File: src/hdl/ptpfc_pkg.sv
// Package for the PTP frame classifier: beat types, framing constants and
// the result codes. No dependencies; imported by ptp_frame_classifier_unit.
package ptpfc_pkg;

  // Input beat: one frame byte and its end mark.
  typedef struct packed {
    logic [7:0] data_byte;
    logic       end_of_frame;
  } item_t;

  // Result beat: one classification per frame.
  typedef struct packed {
    logic [3:0] message_class;
    logic [6:0] header_offset;
    logic       over_udp;
  } result_t;

  localparam logic [3:0]  CLASS_UNKNOWN = 4'd14;
  localparam logic [3:0]  MAX_MSG_TYPE  = 4'hD;

  localparam logic [15:0] ETYPE_PTP  = 16'h88F7;
  localparam logic [15:0] ETYPE_VLAN = 16'h8100;
  localparam logic [15:0] ETYPE_IPV4 = 16'h0800;
  localparam logic [7:0]  PROTO_UDP  = 8'h11;

  localparam logic [15:0] PORT_EVENT   = 16'd319;
  localparam logic [15:0] PORT_GENERAL = 16'd320;
  localparam logic [15:0] PORT_NTP     = 16'd123;

  // Byte positions of the captured fields.
  localparam logic [6:0] POS_OUTER_HI = 7'd12;
  localparam logic [6:0] POS_OUTER_LO = 7'd13;
  localparam logic [6:0] POS_ETH_HDR  = 7'd14;
  localparam logic [6:0] POS_INNER_HI = 7'd16;
  localparam logic [6:0] POS_INNER_LO = 7'd17;
  localparam logic [6:0] POS_VLAN_HDR = 7'd18;
  localparam logic [6:0] POS_IP_PROTO = 7'd23;
  localparam logic [6:0] POS_MAX      = 7'd127;

  // Offsets of the UDP framing: Ethernet header plus UDP header.
  localparam logic [6:0] UDP_BASE     = 7'd22;
  localparam logic [6:0] UDP_PORT_HI  = 7'd6;
  localparam logic [6:0] UDP_PORT_LO  = 7'd5;

  // Minimum frame length, as the position of its last byte.
  localparam logic [6:0] MIN_LAST_POS = 7'd47;

endpackage

File: src/hdl/ptp_frame_classifier_unit.sv
// PTP frame classifier top level: byte-wide capture of the framing fields
// and a registered classification per frame. Depends on ptpfc_pkg.
//
// Usage:
//   The item channel takes one frame byte per beat, in wire order from the
//   destination MAC, with end_of_frame set on the final byte. The result
//   channel gives one beat per frame: message_class (0 to 13, or 14 for
//   unknown), header_offset and over_udp.
//   The result is valid in the cycle after the final byte is taken.
//   Throughput: one byte per cycle while item_stall is low, set by the
//   single capture and classify stage that feeds the result register;
//   back-to-back frames run at full rate, a one-byte frame included.
//   Reset: rst is synchronous and active high; it empties the result
//   register and clears all per-frame state, which is also cleared after
//   every final byte.
//   Stall: while a result waits under result_stall, item_stall is raised
//   and bytes are held off; otherwise a byte is taken in every cycle, also
//   in the cycle in which a waiting result is taken.
module ptp_frame_classifier_unit (
  input  logic              clk,
  input  logic              rst,
  input  logic              item_valid,
  output logic              item_stall,
  input  ptpfc_pkg::item_t  item,
  output logic              result_valid,
  input  logic              result_stall,
  output ptpfc_pkg::result_t result
);
  import ptpfc_pkg::*;

  // Per-frame state.
  logic [6:0]  byte_position;
  logic [15:0] outer_type;
  logic [15:0] vlan_inner_type;
  logic [3:0]  ip_header_words;
  logic [7:0]  ip_protocol;
  logic [15:0] udp_dest_port;
  logic [3:0]  type_nibbles [3];
  logic [1:0]  type_valid;
  logic        udp_nibble_seen;

  logic [15:0] outer_type_next;
  logic [15:0] vlan_inner_type_next;
  logic [3:0]  ip_header_words_next;
  logic [7:0]  ip_protocol_next;
  logic [15:0] udp_dest_port_next;
  logic [3:0]  type_nibbles_next [3];
  logic [1:0]  type_valid_next;
  logic        udp_nibble_seen_next;

  logic [6:0]  udp_offset;
  logic        accept;
  result_t     result_next;

  // A byte is taken unless a finished result is still held.
  assign item_stall = result_valid && result_stall;
  assign accept     = item_valid && !item_stall;

  // The IHL of the current byte counts when it is byte 14 itself.
  assign ip_header_words_next = (byte_position == POS_ETH_HDR) ?
                                item.data_byte[3:0] : ip_header_words;
  assign udp_offset = UDP_BASE + {1'b0, ip_header_words_next, 2'b00};

  // Capture the framing fields at their byte positions.
  always_comb begin
    outer_type_next      = outer_type;
    vlan_inner_type_next = vlan_inner_type;
    ip_protocol_next     = ip_protocol;
    udp_dest_port_next   = udp_dest_port;
    type_nibbles_next    = type_nibbles;
    type_valid_next      = type_valid;
    udp_nibble_seen_next = udp_nibble_seen;
    if (byte_position == POS_OUTER_HI) outer_type_next[15:8] = item.data_byte;
    if (byte_position == POS_OUTER_LO) outer_type_next[7:0] = item.data_byte;
    if (byte_position == POS_INNER_HI) vlan_inner_type_next[15:8] = item.data_byte;
    if (byte_position == POS_INNER_LO) vlan_inner_type_next[7:0] = item.data_byte;
    if (byte_position == POS_ETH_HDR) begin
      type_nibbles_next[0] = item.data_byte[3:0];
      type_valid_next[0]   = 1'b1;
    end
    if (byte_position == POS_VLAN_HDR) begin
      type_nibbles_next[1] = item.data_byte[3:0];
      type_valid_next[1]   = 1'b1;
    end
    if (byte_position == POS_IP_PROTO) ip_protocol_next = item.data_byte;
    if (byte_position > POS_ETH_HDR) begin
      if (byte_position == udp_offset - UDP_PORT_HI) begin
        udp_dest_port_next[15:8] = item.data_byte;
      end
      if (byte_position == udp_offset - UDP_PORT_LO) begin
        udp_dest_port_next[7:0] = item.data_byte;
      end
      if (byte_position == udp_offset) begin
        type_nibbles_next[2] = item.data_byte[3:0];
        udp_nibble_seen_next = 1'b1;
      end
    end
  end

  // Classify the frame from the state that includes the final byte.
  always_comb begin
    logic       ok;
    logic [3:0] nib;
    logic [6:0] off;
    logic       udp;
    logic       port_ok;
    ok      = 1'b0;
    nib     = '0;
    off     = '0;
    udp     = 1'b0;
    port_ok = (udp_dest_port_next == PORT_EVENT) ||
              (udp_dest_port_next == PORT_GENERAL) ||
              (udp_dest_port_next == PORT_NTP);
    if (byte_position >= MIN_LAST_POS) begin
      if (outer_type_next == ETYPE_PTP) begin
        ok  = type_valid_next[0];
        nib = type_nibbles_next[0];
        off = POS_ETH_HDR;
      end else if (outer_type_next == ETYPE_VLAN) begin
        if (vlan_inner_type_next == ETYPE_PTP) begin
          ok  = type_valid_next[1];
          nib = type_nibbles_next[1];
          off = POS_VLAN_HDR;
        end
      end else if (outer_type_next == ETYPE_IPV4) begin
        // The header byte must lie inside the frame.
        if (ip_protocol_next == PROTO_UDP && byte_position >= udp_offset && port_ok) begin
          ok  = udp_nibble_seen_next;
          nib = type_nibbles_next[2];
          off = udp_offset;
          udp = 1'b1;
        end
      end
    end
    if (ok && nib <= MAX_MSG_TYPE) begin
      result_next.message_class = nib;
      result_next.header_offset = off;
      result_next.over_udp      = udp;
    end else begin
      result_next.message_class = CLASS_UNKNOWN;
      result_next.header_offset = '0;
      result_next.over_udp      = 1'b0;
    end
  end

  // Frame state: advance on each byte, clear after the final one.
  always_ff @(posedge clk) begin
    if (rst || (accept && item.end_of_frame)) begin
      byte_position   <= '0;
      outer_type      <= '0;
      vlan_inner_type <= '0;
      ip_header_words <= '0;
      ip_protocol     <= '0;
      udp_dest_port   <= '0;
      type_nibbles    <= '{default: '0};
      type_valid      <= '0;
      udp_nibble_seen <= 1'b0;
    end else if (accept) begin
      if (byte_position != POS_MAX) byte_position <= byte_position + 7'd1;
      outer_type      <= outer_type_next;
      vlan_inner_type <= vlan_inner_type_next;
      ip_header_words <= ip_header_words_next;
      ip_protocol     <= ip_protocol_next;
      udp_dest_port   <= udp_dest_port_next;
      type_nibbles    <= type_nibbles_next;
      type_valid      <= type_valid_next;
      udp_nibble_seen <= udp_nibble_seen_next;
    end
  end

  // Result register.
  always_ff @(posedge clk) begin
    if (rst) begin
      result_valid <= 1'b0;
    end else if (!item_stall) begin
      result_valid <= accept && item.end_of_frame;
    end
  end

  always_ff @(posedge clk) begin
    if (accept && item.end_of_frame) begin
      result <= result_next;
    end
  end

`ifndef SYNTHESIS
  // An unknown frame carries no offset and no UDP mark.
  a_unknown_clean: assert property (@(posedge clk) disable iff (rst)
    result_valid && result.message_class == CLASS_UNKNOWN |->
      result.header_offset == '0 && !result.over_udp)
    else $error("unknown result with offset or UDP mark");

  // A UDP result points behind the IPv4 and UDP headers.
  a_udp_offset: assert property (@(posedge clk) disable iff (rst)
    result_valid && result.over_udp |->
      result.header_offset >= UDP_BASE && result.header_offset <= 7'd82)
    else $error("UDP header offset out of range");

  // A known Ethernet or VLAN result sits at byte 14 or 18.
  a_eth_offset: assert property (@(posedge clk) disable iff (rst)
    result_valid && !result.over_udp && result.message_class != CLASS_UNKNOWN |->
      result.header_offset == POS_ETH_HDR || result.header_offset == POS_VLAN_HDR)
    else $error("Ethernet header offset is neither 14 nor 18");

  // A byte that does not end a frame leaves no result behind.
  a_no_spurious: assert property (@(posedge clk) disable iff (rst)
    item_valid && !item_stall && !item.end_of_frame |=> !result_valid)
    else $error("result raised without a final byte");
`endif

endmodule

File: config.mk
export PLATFORM = sky130hd
export DESIGN_NAME = ptp_frame_classifier_unit
export DESIGN_NICKNAME = d
export VERILOG_FILES = /design/src/hdl/ptpfc_pkg.sv /design/src/hdl/ptp_frame_classifier_unit.sv
export SDC_FILE = /design/constraint.sdc
export NUM_CORES = 1
export LEC_CHECK = 0
export BUFFER_PORTS_ARGS = -buffer_cell sky130_fd_sc_hd__buf_4
export CAP_MARGIN = 0
export CORE_MARGIN = 4
export CORE_UTILIZATION = 59
export DETAILED_ROUTE_END_ITERATION = 10
export PLACE_DENSITY = 0.73
export SETUP_SLACK_MARGIN = 0.3
export SLEW_MARGIN = 5
export SYNTH_ARGS = -nofsm -noshare
export SYNTH_HDL_FRONTEND = slang
export SYNTH_SLANG_ARGS = --single-unit
File: constraint.sdc
create_clock -name clk -period 4.8 [get_ports clk]
set_input_delay 0.24 -clock clk [delete_from_list [all_inputs] [get_ports clk]]
set_output_delay 0.24 -clock clk [all_outputs]
set_load 0.005 [all_outputs]
==> flow_metrics.env <==
export IMPL_synth_area_mm2=0.004937
export IMPL_wl_per_cell_um=17.89
export IMPL_ant_nets=0
export IMPL_rr_worst_depth=15
export IMPL_port_buffers=25
export IMPL_cap_violations=0
export IMPL_cp_max_fo=9
export IMPL_grtUsageMet2=0.4065
export IMPL_powerDensity_mw_per_mm2=260.3
export IMPL_synth_top_cell_area_share=0.3365
export IMPL_synth_warnings=0
export IMPL_synthesis_nets=599
export IMPL_path_cells="ha_4 > nor3b_4 > nand2_1 > nand2_1 > inv_1 > ha_1 > xnor2_1 > a2111oi_4 > nand4_1 > or4_1 > a221o_1 > nor3_2 > o31a_2 > a32oi_2 > a311oi_2"
export IMPL_crit_top_cell="nand2_1"
export IMPL_tightest_slew_ns=0.8825
export IMPL_ir_drop_mv=0.1722
export IMPL_numCtsBuffers=9
export IMPL_grt_start_max_net_pins=44
export IMPL_seq_area_frac_synth=0.4034
export IMPL_setup_viol=0
export IMPL_ys_flop_type="dfxtp_1"
export IMPL_vias=4307
export IMPL_num_rows=33
export IMPL_antenna_found_initial=0
export IMPL_drt_iter0_markers=343
export IMPL_chipHeight_um=99.48
export IMPL_clock_sinks=94
export IMPL_ios=27
export IMPL_ctsHoldBuffers=0
export IMPL_met1_usage=0.3528
export IMPL_r2r_end="result[8]"
export IMPL_cts_root_buf="clkbuf_8"
export IMPL_avgSynthCellArea_um2=8.586
export IMPL_timing_slew_headroom=0.4034
export IMPL_finalHoldViolations=0
export IMPL_leakagePower_nw=2.086
export IMPL_die_w_um=99.48
export IMPL_grt_use_met3=0.04208
export IMPL_worstPathArrival_ns=4.39
export IMPL_worstHoldStart="rst"
export IMPL_fin_crit_ns=4.206
export IMPL_drive_above_1_share=0.1337
export IMPL_busiest_layer="met2"
export IMPL_ys_ff_latch=94
export IMPL_dp_hpwl_um=8633
export IMPL_areaGrowthSynthToFinish_pct=9.858
export IMPL_synth_most_common_cell="dfxtp_1"
export IMPL_via_per_inst=6.188
export IMPL_cts_tree="built"
export IMPL_fin_nets=610
export IMPL_synth_cell_types=66
export IMPL_dp_cells=677
export IMPL_whs_endpoint="result_valid"
export IMPL_syn_inst=575
export IMPL_ys_top_cells_by_area="dfxtp_1 (34%), mux2i_1 (11%), edfxtp_1 (6.7%), nand2_1 (5.8%), nor2_1 (5.4%)"
export IMPL_r2r_setup_slack_ns=0.59
export IMPL_track_usage=0.2566
export IMPL_grt_overflow=0
export IMPL_clock_fmax_mhz=237.8
export IMPL_period_share=0.8762
export IMPL_yosys_top_cells_count="dfxtp_1 (83), nand2_1 (76), nor2_1 (71)"
export IMPL_synthArstFlopShare=0
export IMPL_clockBufferDepth=2
export IMPL_r2r_start="byte_position[1]"
export IMPL_gp_congestion=0.9331
export IMPL_start_util=0.6039
export IMPL_cp_start_kind="register"
export IMPL_drc=0
export IMPL_crit_path_top_delay_cell="or4_1"
export IMPL_critPathMaxStageDelay_ns=0.53
export IMPL_synth_edf_count=11
export IMPL_cp_data_required_time_ns=4.99
export IMPL_yosysTopAreaCell="dfxtp_1"
export IMPL_min_path_type="input pin to register"
export IMPL_grt_first_pass_wirelength_um=20330
export IMPL_tns_ns=0
export IMPL_whs_path_depth=2
export IMPL_fin_skew_ns=0.01498
export IMPL_grt_pass1_vias=4032
export IMPL_final_max_slew_viol_count=0
export IMPL_antennaDiodeCount=0
export IMPL_final_cells=696
export IMPL_core_mm2=0.008175
export IMPL_critPathKind="register to register"
export IMPL_clkTransAtPathRegs_ns=0.10
export IMPL_rsz0062_at_grt="false"
export IMPL_status="complete, no violations"
export IMPL_h_tree_depth=3
export IMPL_die_area_mm2=0.009895
export IMPL_critical_path_endpoint_type="register"
export IMPL_wl_um=12450
export IMPL_dr_pass1_iters=5
export IMPL_clk_latency_ns=0.36
-- power breakdown --
group          internal (W)  total [W]  leakage [nW]  switching [W]
Clock              0.000243   0.000522        0.0986       0.000278
Combinational     0.0000249  0.0000865          1.22      0.0000616
Sequential         0.000799   0.000804         0.768     0.00000448
Total               0.00107    0.00141          2.09       0.000344
-- how the worst max path moves through the flow --
stage,end,cells after the start,from
after CTS,result[8],13,byte_position[3]
after global routing,result[8],15,byte_position[1]
final,result[8],15,byte_position[1]
after global placement,result[8],14,byte_position[0]
after floorplan,result[8],17,byte_position[0]
after detailed placement,result[8],14,byte_position[0]
-- flip-flops by register name (all words and copies together) (netlist names) --
register	cells
type_valid	2
result	11
ip_header_words	4
udp_dest_port	16
udp_nibble_seen	1
ip_protocol	8
type_nibbles	12
byte_position	7
result_valid	1
outer_type	16
vlan_inner_type	16
-- area by class of cell --
cell class / instances / area (um^2)
Multi-Input combinational cell: 431 / 2784
Fill cell: 685 / 2751
Sequential cell: 94 / 1998
Timing Repair Buffer: 36 / 270.3
Clock buffer: 11 / 131.4
Tap cell: 105 / 131.4
Clock inverter: 5 / 56.30
Inverter: 14 / 52.55
-- layout by cell type (no fill, tap or decap), types with 3 or more instances in the layout --
cell,n
or4b_1,3
mux2i_1,52
o21ai_0,12
nor4_1,7
mux2_2,6
nand4b_1,6
nor2_1,71
and3_1,3
buf_4,36
xor2_1,4
nor4b_1,7
xnor2_1,3
nor3_1,10
or4_1,5
dfxtp_2,5
nor2b_1,6
ha_1,10
nand4_1,12
nand3_1,23
dfxtp_1,78
edfxtp_1,11
a21oi_1,50
nand2_1,76
clkbuf_8,9
a31oi_1,5
o21ai_1,4
o22ai_1,3
inv_1,14
a211oi_1,4
nand2b_1,6
-- repair_timing --
action / 4_1_cts / 5_1_grt
buffers inserted: 0 / 3
setup endpoints to repair: 1 / 11
resized for setup: 1 / 10
-- worst max-delay path: cells and delay by family (launching register included) --
kind / cells / cell delay (ns)
xor+xnor: 1 / 0.17
fa+ha+maj: 2 / 0.54
compound gates: 5 / 1.24
flops: 1 / 0.49
buf+inv: 1 / 0.06
simple gates: 6 / 1.53
-- kinds of logic after synthesis --
group	synth area share
AO/OA/AOI/OAI	0.1366
XOR/XNOR	0.01242
adder cells (fa/ha/maj)	0.02788
buffers and inverters	0.04308
flip-flops	0.4034
multiplexers	0.1191
other	0.0007595
AND/OR/NAND/NOR	0.2567
-- metal layers --
layer | vias to the layer above | share of wire
met3 | 28 | 0.069
met1 | 2030 | 0.45
met4 | 0 | 0.023
met5 | - | 0
met2 | 172 | 0.46
li1 | 2077 | -
-- metrics by stage --
| stage | instance area [um^2] | total power [W] | hold slack, ns | util | setup WS, ns |
|---|---|---|---|---|---|
| floorplan | 4937 | 0.0008716 | 0.3091 | - | 0.7620 |
| global placement | 5156 | 0.0009054 | 0.4066 | 0.6307 | 0.4719 |
| detailed placement | 5156 | 0.0009058 | 0.4078 | 0.6307 | 0.2900 |
| CTS | 5350 | 0.001412 | 0.01474 | 0.6544 | 0.3654 |
| global route | 5424 | 0.001455 | 0.03001 | 0.6635 | 0.2933 |
| finish | 5424 | 0.001412 | 0.02331 | 0.6635 | 0.5940 |
Power figures use the tool's default switching activity.
